$ cat src/hdl/jsu_pkg.sv
// ----------------------------------------------------------------------------
// jsu_pkg
// Shared types, codes and helpers for the JSON string unescape block.
// ----------------------------------------------------------------------------
package jsu_pkg;

    localparam int unsigned CAP_W   = 13;
    localparam int unsigned LEN_W   = 12;
    localparam logic [CAP_W-1:0] CAP_MAX   = 13'd4096;
    localparam logic [CAP_W-1:0] CAP_RESET = 13'd160;

    localparam logic [7:0] CH_NUL   = 8'h00;
    localparam logic [7:0] CH_QUOTE = 8'h22;
    localparam logic [7:0] CH_BSL   = 8'h5c;
    localparam logic [7:0] CH_U     = 8'h75;
    localparam logic [7:0] CH_N     = 8'h6e;
    localparam logic [7:0] CH_R     = 8'h72;
    localparam logic [7:0] CH_T     = 8'h74;
    localparam logic [7:0] CH_B     = 8'h62;
    localparam logic [7:0] CH_F     = 8'h66;

    typedef enum logic [1:0] {
        MODE_IDLE = 2'd0,
        MODE_TEXT = 2'd1,
        MODE_ESC  = 2'd2,
        MODE_HEX  = 2'd3
    } mode_t;

    typedef enum logic [1:0] {
        ST_DATA = 2'd0,
        ST_DONE = 2'd1,
        ST_ERR  = 2'd2
    } status_t;

    // Results caused by one request: cnt of 0 means none
    typedef struct packed {
        logic [1:0]       cnt;
        status_t          status;
        logic [2:0][7:0]  bytes;
        logic [LEN_W-1:0] len_first;
    } res_t;

    // Bit 4 flags a valid hex digit, bits 3:0 hold its value
    function automatic logic [4:0] hex_value(input logic [7:0] c);
        logic [4:0] r;
        r = 5'd0;
        if (c >= 8'h30 && c <= 8'h39)
            r = {1'b1, 4'(c - 8'h30)};
        else if (c >= 8'h61 && c <= 8'h66)
            r = {1'b1, 4'(c - 8'h57)};
        else if (c >= 8'h41 && c <= 8'h46)
            r = {1'b1, 4'(c - 8'h37)};
        return r;
    endfunction

endpackage

$ cat src/hdl/jsu_decode.sv
// ----------------------------------------------------------------------------
// jsu_decode
// Escape state machine: updates decode state per request and forms results.
// ----------------------------------------------------------------------------
module jsu_decode
    import jsu_pkg::*;
(
    input  logic             clk,
    input  logic             rst_n,
    input  logic             load,
    input  logic [7:0]       in_byte,
    input  logic             start_req,
    input  logic [CAP_W-1:0] capacity,
    output res_t             res
);

    mode_t            mode_reg, mode_next, mode_eff;
    logic [1:0]       hex_reg, hex_next, hex_eff;
    logic [15:0]      cp_reg, cp_next, cp_eff, cp_shift;
    logic [LEN_W-1:0] cnt_reg, cnt_next, cnt_eff;

    logic [4:0]       hv;
    logic [1:0]       want_n;
    logic [2:0][7:0]  want_b;
    logic             fin;
    status_t          fin_st;
    logic [CAP_W-1:0] cap_eff;
    logic [CAP_W-1:0] sum;

    assign mode_eff = start_req ? MODE_TEXT : mode_reg;
    assign hex_eff  = start_req ? 2'd0 : hex_reg;
    assign cp_eff   = start_req ? 16'd0 : cp_reg;
    assign cnt_eff  = start_req ? '0 : cnt_reg;
    assign cap_eff  = (capacity > CAP_MAX) ? CAP_MAX : capacity;
    assign hv       = hex_value(in_byte);
    assign cp_shift = {cp_eff[11:0], hv[3:0]};
    assign sum      = {1'b0, cnt_eff} + CAP_W'(want_n);

    always_comb
    begin
        mode_next = mode_eff;
        hex_next  = hex_eff;
        cp_next   = cp_eff;
        cnt_next  = cnt_eff;
        want_n    = 2'd0;
        want_b    = '0;
        fin       = 1'b0;
        fin_st    = ST_ERR;
        res       = '0;
        unique case (mode_eff)
            MODE_TEXT:
            begin
                if (in_byte == CH_NUL)
                    fin = 1'b1;
                else if (in_byte == CH_QUOTE)
                begin
                    fin    = 1'b1;
                    fin_st = ST_DONE;
                end
                else if (in_byte == CH_BSL)
                    mode_next = MODE_ESC;
                else
                begin
                    want_n    = 2'd1;
                    want_b[0] = in_byte;
                end
            end
            MODE_ESC:
            begin
                if (in_byte == CH_NUL)
                    fin = 1'b1;
                else if (in_byte == CH_U)
                begin
                    mode_next = MODE_HEX;
                    hex_next  = 2'd0;
                    cp_next   = 16'd0;
                end
                else
                begin
                    mode_next = MODE_TEXT;
                    want_n    = 2'd1;
                    case (in_byte)
                        CH_N:    want_b[0] = 8'h0a;
                        CH_R:    want_b[0] = 8'h0d;
                        CH_T:    want_b[0] = 8'h09;
                        CH_B:    want_b[0] = 8'h08;
                        CH_F:    want_b[0] = 8'h0c;
                        default: want_b[0] = in_byte;
                    endcase
                end
            end
            MODE_HEX:
            begin
                if (!hv[4])
                    fin = 1'b1;
                else
                begin
                    cp_next = cp_shift;
                    if (hex_eff != 2'd3)
                        hex_next = hex_eff + 2'd1;
                    else
                    begin
                        hex_next  = 2'd0;
                        mode_next = MODE_TEXT;
                        if (cp_shift <= 16'h007f)
                        begin
                            want_n    = 2'd1;
                            want_b[0] = cp_shift[7:0];
                        end
                        else if (cp_shift <= 16'h07ff)
                        begin
                            want_n    = 2'd2;
                            want_b[0] = 8'hc0 | {3'b000, cp_shift[10:6]};
                            want_b[1] = 8'h80 | {2'b00, cp_shift[5:0]};
                        end
                        else
                        begin
                            want_n    = 2'd3;
                            want_b[0] = 8'he0 | {4'h0, cp_shift[15:12]};
                            want_b[1] = 8'h80 | {2'b00, cp_shift[11:6]};
                            want_b[2] = 8'h80 | {2'b00, cp_shift[5:0]};
                        end
                    end
                end
            end
            default: ;  // idle: byte ignored
        endcase

        // Whole sequence must fit below capacity, else error
        if (want_n != 2'd0)
        begin
            if (sum >= cap_eff)
                fin = 1'b1;
            else
            begin
                cnt_next      = sum[LEN_W-1:0];
                res.cnt       = want_n;
                res.status    = ST_DATA;
                res.bytes     = want_b;
                res.len_first = cnt_eff + LEN_W'(1);
            end
        end

        if (fin)
        begin
            mode_next     = MODE_IDLE;
            hex_next      = 2'd0;
            cp_next       = 16'd0;
            cnt_next      = cnt_eff;
            res.cnt       = 2'd1;
            res.status    = fin_st;
            res.bytes     = '0;
            res.len_first = cnt_eff;
        end
    end

    always_ff @(posedge clk or negedge rst_n)
    begin
        if (!rst_n)
        begin
            mode_reg <= MODE_IDLE;
            hex_reg  <= 2'd0;
            cp_reg   <= 16'd0;
            cnt_reg  <= '0;
        end
        else if (load)
        begin
            mode_reg <= mode_next;
            hex_reg  <= hex_next;
            cp_reg   <= cp_next;
            cnt_reg  <= cnt_next;
        end
    end

endmodule

$ cat src/hdl/jsu_outbuf.sv
// ----------------------------------------------------------------------------
// jsu_outbuf
// Result register: up to three results, handed out one a cycle on out_ready.
// ----------------------------------------------------------------------------
module jsu_outbuf
    import jsu_pkg::*;
(
    input  logic             clk,
    input  logic             rst_n,
    input  logic             load,
    input  res_t             res,
    output logic             load_ok,
    output logic             out_valid,
    input  logic             out_ready,
    output logic [7:0]       out_byte,
    output logic [1:0]       status,
    output logic [LEN_W-1:0] decoded_length,
    output logic             last
);

    logic [1:0]       rem_reg, rem_next;
    logic [1:0]       idx_reg, idx_next;
    logic [2:0][7:0]  bytes_reg;
    status_t          status_reg;
    logic [LEN_W-1:0] len_reg;
    logic             take;

    assign out_valid = (rem_reg != 2'd0);
    assign take      = out_valid && out_ready;
    // Free now, or the final pending result leaves this cycle
    assign load_ok   = (rem_reg == 2'd0) || (rem_reg == 2'd1 && out_ready);

    always_comb
    begin
        rem_next = rem_reg;
        idx_next = idx_reg;
        if (load)
        begin
            rem_next = res.cnt;
            idx_next = 2'd0;
        end
        else if (take)
        begin
            rem_next = rem_reg - 2'd1;
            idx_next = idx_reg + 2'd1;
        end
    end

    always_ff @(posedge clk or negedge rst_n)
    begin
        if (!rst_n)
        begin
            rem_reg <= 2'd0;
            idx_reg <= 2'd0;
        end
        else
        begin
            rem_reg <= rem_next;
            idx_reg <= idx_next;
        end
    end

    always_ff @(posedge clk)
    begin
        if (load)
        begin
            bytes_reg  <= res.bytes;
            status_reg <= res.status;
            len_reg    <= res.len_first;
        end
    end

    always_comb
    begin
        case (idx_reg)
            2'd1:    out_byte = bytes_reg[1];
            2'd2:    out_byte = bytes_reg[2];
            default: out_byte = bytes_reg[0];
        endcase
    end

    assign status         = status_reg;
    assign decoded_length = len_reg + LEN_W'(idx_reg);
    assign last           = (rem_reg == 2'd1);

endmodule

$ cat src/hdl/json_string_unescape.sv
// ----------------------------------------------------------------------------
// json_string_unescape
// Decodes a JSON string body byte by byte into UTF-8 with length checking.
// ----------------------------------------------------------------------------
// Timing: the first result of a request appears in the cycle after the request is taken.
// Throughput: one request per cycle while out_ready is high; a request giving
//   n results holds the input while the single result register drains one per ready cycle.
// Reset (rst_n, async, active low): decoder idle, counts cleared, no results
//   pending, cap_reg back to 160.
// ----------------------------------------------------------------------------
module json_string_unescape
    import jsu_pkg::*;
(
    input  logic             clk,
    input  logic             rst_n,
    // configuration
    input  logic             cfg_wr_en,
    input  logic [CAP_W-1:0] cfg_wr_data,
    // request channel
    input  logic             in_valid,
    output logic             in_ready,
    input  logic [7:0]       in_byte,
    input  logic             start_req,
    // result channel
    output logic             out_valid,
    input  logic             out_ready,
    output logic [7:0]       out_byte,
    output logic [1:0]       status,
    output logic [LEN_W-1:0] decoded_length,
    output logic             last
);

    logic [CAP_W-1:0] cap_reg;
    logic             load;
    res_t             res;

    // Capacity register; values above 4096 are clamped in the decoder
    always_ff @(posedge clk or negedge rst_n)
    begin
        if (!rst_n)
            cap_reg <= CAP_RESET;
        else if (cfg_wr_en)
            cap_reg <= cfg_wr_data;
    end

    // A request is taken whenever the result register can be refilled
    assign load = in_valid && in_ready;

    // Escape decoding and length accounting; results are formed combinationally
    jsu_decode u_decode (
        .clk       (clk),
        .rst_n     (rst_n),
        .load      (load),
        .in_byte   (in_byte),
        .start_req (start_req),
        .capacity  (cap_reg),
        .res       (res)
    );

    // Result register, up to three bytes per request
    jsu_outbuf u_outbuf (
        .clk            (clk),
        .rst_n          (rst_n),
        .load           (load),
        .res            (res),
        .load_ok        (in_ready),
        .out_valid      (out_valid),
        .out_ready      (out_ready),
        .out_byte       (out_byte),
        .status         (status),
        .decoded_length (decoded_length),
        .last           (last)
    );

    // Nothing pending means requests are always welcome
    a_ready_when_empty: assert property (@(posedge clk) disable iff (!rst_n)
        !out_valid |-> in_ready)
        else $error("in_ready low with no results pending");

    // Refill while busy only as the final result leaves
    a_refill_on_last: assert property (@(posedge clk) disable iff (!rst_n)
        (in_ready && out_valid) |-> (last && out_ready))
        else $error("result register refilled before drained");

    // Success and error results are always the only result of their request
    a_status_is_last: assert property (@(posedge clk) disable iff (!rst_n)
        (out_valid && status != ST_DATA) |-> last)
        else $error("status result not marked last");

    // A data byte always carries a non-zero length
    a_data_len: assert property (@(posedge clk) disable iff (!rst_n)
        (out_valid && status == ST_DATA) |-> (decoded_length != '0))
        else $error("data byte with zero length");

endmodule

$ cat config.mk
export PLATFORM = sky130hd
export DESIGN_NAME = json_string_unescape
export DESIGN_NICKNAME = d
export VERILOG_FILES = /design/src/hdl/jsu_pkg.sv /design/src/hdl/jsu_decode.sv /design/src/hdl/jsu_outbuf.sv /design/src/hdl/json_string_unescape.sv
export SDC_FILE = /design/constraint.sdc
export NUM_CORES = 1
export LEC_CHECK = 0
export ABC_AREA = 1
export CAP_MARGIN = 10
export CORE_ASPECT_RATIO = 0.5
export CORE_MARGIN = 4
export CORE_UTILIZATION = 55
export DETAILED_ROUTE_END_ITERATION = 10
export DONT_BUFFER_PORTS = 1
export GPL_TIMING_DRIVEN = 0
export PLACE_DENSITY = 0.7
export SLEW_MARGIN = 20
export SYNTH_ARGS = -nofsm -noshare
export SYNTH_HDL_FRONTEND = slang
export SYNTH_SLANG_ARGS = --single-unit
$ cat constraint.sdc
create_clock -name clk -period 4.8 [get_ports clk]
set_clock_uncertainty 0.15 [all_clocks]
set_input_delay 0.96 -clock clk [delete_from_list [all_inputs] [get_ports clk]]
set_output_delay 0.96 -clock clk [all_outputs]
set_load 0.05 [all_outputs]
After elaboration in Yosys (flattened, before gate mapping)
Cells that the tools add are included.
{"block": "word_totals", "register_bits": 87, "output_inout_bits": 25, "in_bits": 27, "wordCells": 138}
{"block": "classes", "addsub": 9, "muxes": 73, "n_lt_le_gt_ge": 10, "n_bitwise": 3, "eq_ne": 15, "reduce_logical": 15}
{"op": "$mux 40", "count": 3}
{"op": "$mux 16", "count": 7}
{"op": "$eq 8x7->1 const B", "count": 7}
{"op": "$mux 2", "count": 28}
{"op": "$mux 8", "count": 7}
{"op": "$mux 12", "count": 4}
{"op": "$mux 24", "count": 2}
{"op": "$pmux 8 s5", "count": 1}
{"op": "$pmux 16 s2", "count": 1}
{"op": "$pmux 8 s3", "count": 1}
{"op": "$ge 8x7->1 const B", "count": 2}
{"op": "$le 16x11->1 const B", "count": 1}
{"op": "$le 16x7->1 const B", "count": 1}
{"op": "$le 8x7->1 const B", "count": 2}
{"op": "$pmux 8 s2", "count": 1}
{"op": "$mux 5", "count": 3}
{"op": "$mux 14", "count": 1}
{"op": "$add 12x2->13", "count": 1}
{"op": "$ge 13x13->1", "count": 1}
{"op": "$gt 13x13->1 const B", "count": 1}
{"op": "$mux 13", "count": 1}
{"op": "$add 12x1->12 const B", "count": 1}
{"op": "$add 12x2->12", "count": 1}
{"op": "$pmux 2 s3", "count": 2}
{"op": "22 further kinds", "count": 45}

Logic depth before layout (Yosys ltp)
{"block": "depth", "depth_word": 17, "mapped_depth": 31, "depth_no_buf": 31}

Cells and area by module
Synthesis repeated with hierarchy kept, for this count alone.
{"block": "hier_totals", "cells_unflattened": 971, "area_unflattened_um2": 6597.6}
{"module": "jsu_decode", "n_inst": 1, "area_per_inst_um2": 4235.3, "cells_each": 753, "seq_area_each_um2": 700.7}
{"module": "jsu_outbuf", "n_inst": 1, "area_per_inst_um2": 1858.0, "cells_each": 161, "seq_area_each_um2": 1241.2}
{"module": "json_string_unescape", "n_inst": 1, "area_per_inst_um2": 504.2, "cells_each": 57, "seq_area_each_um2": 327.8}

Worst setup path before layout
OpenSTA, ideal clock, no wires.
{"block": "synth_path", "path_type": "in2reg", "from": "input start_req", "to": "register u_outbuf.len_reg[2] (data pin)", "setup_time_ns": 0.265, "arrival_time_ns": 4.508, "setup_slack_ns": -0.123, "required_time_ns": 4.385, "path_stages": 25, "n_path_buf": 3, "cell_sequence": "buf_6 > buf_6 > nor2_1 > ha_1 > nand4_4 > nand2_1 > ha_1 > inv_1 > fa_1 > nor2_1 > nand3_1 > xor2_1 > inv_1 > ha_1 > nand2_1 > inv_1 > o21bai_1 > nand2_1 > a21oi_1 > nand3_2 > inv_2 > nand2_8 > nand2_8 > buf_8 > o22ai_2"}
{"item": "start: declaration", "line_no": "json_string_unescape.sv:23", "source": "input logic start_req,"}
{"item": "end signal: assignment", "line_no": "jsu_outbuf.sv:69", "source": "len_reg <= res.len_first;"}
{"item": "end: declaration", "line_no": "jsu_outbuf.sv:25", "source": "logic [LEN_W-1:0] len_reg;"}

==> impl_metrics.env <==
export IMPL_status="complete, no violations"
export IMPL_diodes=0
export IMPL_grt_pass1_wl_mm=27.6
export IMPL_timing_fmax_mhz=216
export IMPL_viasPerCell=5.67
export IMPL_root_buffer="clkbuf_16"
export IMPL_synth_net_count=891
export IMPL_finalMaxSlewViolations=0
export IMPL_holdBufCountCts=0
export IMPL_hold_path_class="in2async"
export IMPL_grt_use_total_pct=25.4
export IMPL_powerDensity_mw_per_mm2=462
export IMPL_antenna_found_initial=0
export IMPL_sequentialPowerShare_pct=29.5
export IMPL_grt_ovfl_total=0
export IMPL_htreeDepth=3
export IMPL_floorplan_initialDensity_pct=57.1
export IMPL_cp_end_kind="flop"
export IMPL_rr_worst_depth=24
export IMPL_netSwitchingFraction_pct=48.5
export IMPL_arrival_ns=4.56
export IMPL_dp_hpwl_mm=12.6
export IMPL_p_int_mw=1.73
export IMPL_mostFrequentLayoutCells="229 x nand2_1, 104 x inv_1, 71 x nor2_1, 53 x a21oi_1, 44 x o21ai_0"
export IMPL_core_region_area_mm2=0.0111
export IMPL_layout_commonest_cell="nand2_1"
export IMPL_drt_pass1_iter_count=5
export IMPL_grt_max_degree=46
export IMPL_clock_power_share_pct=20.0
export IMPL_pin_count=52
export IMPL_drt_iter0_markers=499
export IMPL_largest_reg_flops=22
export IMPL_ys_flop_type="dfrtp_1"
export IMPL_ys_types=51
export IMPL_slew_headroom_pct=25.2
export IMPL_yosys_warnings=0
export IMPL_path_max_fanout=10
export IMPL_path_clk_slew_ns=0.06
export IMPL_cts_tree="done"
export IMPL_routed_wl_mm=16.9
export IMPL_cap_violations=0
export IMPL_finalCritPeriodShare_pct=96.3
export IMPL_met3WireLength_mm=1.20
export IMPL_rows=27
export IMPL_die_h_um=84.1
export IMPL_nets=923
export IMPL_power_switching_mw=1.62
export IMPL_top_layer_used="met4"
export IMPL_route_met2_wl_mm=7.66
export IMPL_ys_seq_elements=81
export IMPL_via_count=5765
export IMPL_io_buffers=0
export IMPL_die_width_um=160
export IMPL_p_leak_nw=3.32
export IMPL_syn_to_final_growth_pct=13.8
export IMPL_finalCriticalPeriod_ns=4.62
export IMPL_routedWlPerCell_um=16.6
export IMPL_syn_instance_count=835
export IMPL_synth_seq_area_share_pct=34.7
export IMPL_finalHoldViolations=0
export IMPL_synth_edf_count=36
export IMPL_insertion_delay_ns=0.34
export IMPL_num_fill_cells=963
export IMPL_cp_start_kind="input port"
export IMPL_wl_met1_mm=7.75
export IMPL_grt_pass1_vias=5493
export IMPL_worstSetupPathType="in2reg"
export IMPL_ir_worst_vdd_uv=296
export IMPL_worst_pin_slew_ns=1.11
export IMPL_cts_sinks=81
export IMPL_cts_made_buffers=9
export IMPL_ys_async_sr_fraction_pct=55.6
export IMPL_synth_area_mm2=0.00636
export IMPL_power_total_mw=3.35
export IMPL_fp_dieArea_mm2=0.0135
export IMPL_drc_errors=0
export IMPL_p_comb_share_pct=50.5
export IMPL_postRouteAntennaNets=0
export IMPL_gp_congestion=0.973
export IMPL_fin_util_pct=64.9
export IMPL_setup_viol_count_final=0
export IMPL_timing_hold_ws_ns=0.161
export IMPL_syn_avg_cell_area_um2=7.62
export IMPL_clockBufferDepth=2
export IMPL_required_ns=4.73
export IMPL_drive_above_1_share_pct=17.4
per-layer routing:
layer	up-vias	track usage, %
met5	-	0
met3	32	4.34
li1	2793	-
met2	242	41.3
met4	0	6.48
met1	2698	35.3
power by group through the flow:
stage | Clock, mW | Sequential (mW) | Combinational, mW
after global placement | 0 | 0.999 | 1.56
after global routing | 0.719 | 1.00 | 1.83
final | 0.669 | 0.988 | 1.69
after detailed placement | 0 | 0.998 | 1.60
after CTS | 0.683 | 0.986 | 1.62
after floorplan | 0 | 0.977 | 1.33
worst paths after layout:
check / slack, ns / start / end
min: 0.16 / rst_n / cap_reg[11]$_DFFE_PN0P_
min reg2reg: 0.34 / u_decode.cnt_reg[7]$_DFFE_PN0P_ / u_decode.cnt_reg[7]$_DFFE_PN0P_
max: 0.18 / start_req / u_outbuf.len_reg[8]$_DFFE_PP_
max in group asynchronous: 4.17 / rst_n / cap_reg[5]$_DFFE_PN1P_
max reg2reg: 0.53 / u_decode.mode_reg[0]$_DFFE_PN0P_ / u_outbuf.len_reg[8]$_DFFE_PP_
min in group clk: 0.34 / u_decode.cnt_reg[7]$_DFFE_PN0P_ / u_decode.cnt_reg[7]$_DFFE_PN0P_
metrics by stage:
stage | setup WS, ns | std cells | area [um^2] | TNS [ns]
2_1_floorplan | 0.0158 | 835 | 6390 | 0
3_3_place_gp | -0.712 | 980 | 6570 | -35.63
3_5_place_dp | -0.696 | 981 | 6600 | -33.26
4_1_cts | 0.0226 | 1001 | 6960 | 0
5_1_grt | -0.0147 | 1017 | 7240 | -0.0720
6_report | 0.176 | 1017 | 7240 | 0
synth_stat cells, drive strengths merged, types with 2 or more instances:
cell type	number	area (um^2)
dfrtp	43	1080
xor2	23	201
ha	27	338
mux2	4	45.0
nand2	248	1040
xnor2	2	17.5
nand4	13	126
nand3b	3	22.5
edfxtp	36	1080
buf	14	140
a31oi	4	25.0
inv	116	443
a21oi	55	275
fa	2	40.0
dfstp	2	52.6
nor2	93	465
a21boi	2	26.3
clkbuf	9	33.8
and2	2	12.5
a22oi	2	15.0
nand3	44	280
o21ai	51	278
o211ai	10	75.1
nor3	8	40.0
o221ai	2	17.5
o22ai	13	150
nor4	2	12.5
repair_timing:
item	in CTS	in global routing
gates resized for setup	9	30
pin swaps	3	13
gates cloned	0	1
buffers inserted	4	15
endpoints found under the setup margin	58	65
layout make-up:
cell class,instances,area (um^2),area share [%]
clock buffer,9,225,3.11
timing repair buffer,21,208,2.87
clock inverter,7,61.3,0.847
buffer,23,190,2.63
tap,145,181,2.51
sequential,81,2210,30.5
inverter,116,458,6.32
multi-input combinational,615,3710,51.2
cell families (layout without fill, tap and decap cells):
logic type	count (synthesis)	after routing	share of synthesized area [%]
AO/OA/AOI/OAI	143	143	14.0
XOR/XNOR	25	25	3.44
buffers and inverters	139	176	9.69
flip-flops	81	81	34.7
adder cells (fa/ha/maj)	29	29	5.94
multiplexers	4	4	0.708
AND/OR/NAND/NOR	414	414	31.5
worst max-delay path, stage by stage:
cell	delay [ns]
buf_12	0.13
inv_8	0.09
nand2_8	0.08
buf_12	0.13
nor2_4	0.11
buf_6	0.17
nand4_4	0.16
nand2_2	0.13
ha_2	0.19
inv_1	0.06
fa_2	0.39
nor2_4	0.18
nand3_4	0.10
nor4_2	0.28
ha_1	0.29
nand2_1	0.12
inv_1	0.05
nand2_1	0.06
nand2_1	0.06
a21oi_2	0.15
nand3_4	0.14
inv_8	0.10
nand2_8	0.08
nand2_8	0.11
clkbuf_16	0.16
o22ai_2	0.05
No activity file was read; power rests on OpenSTA's default activity.
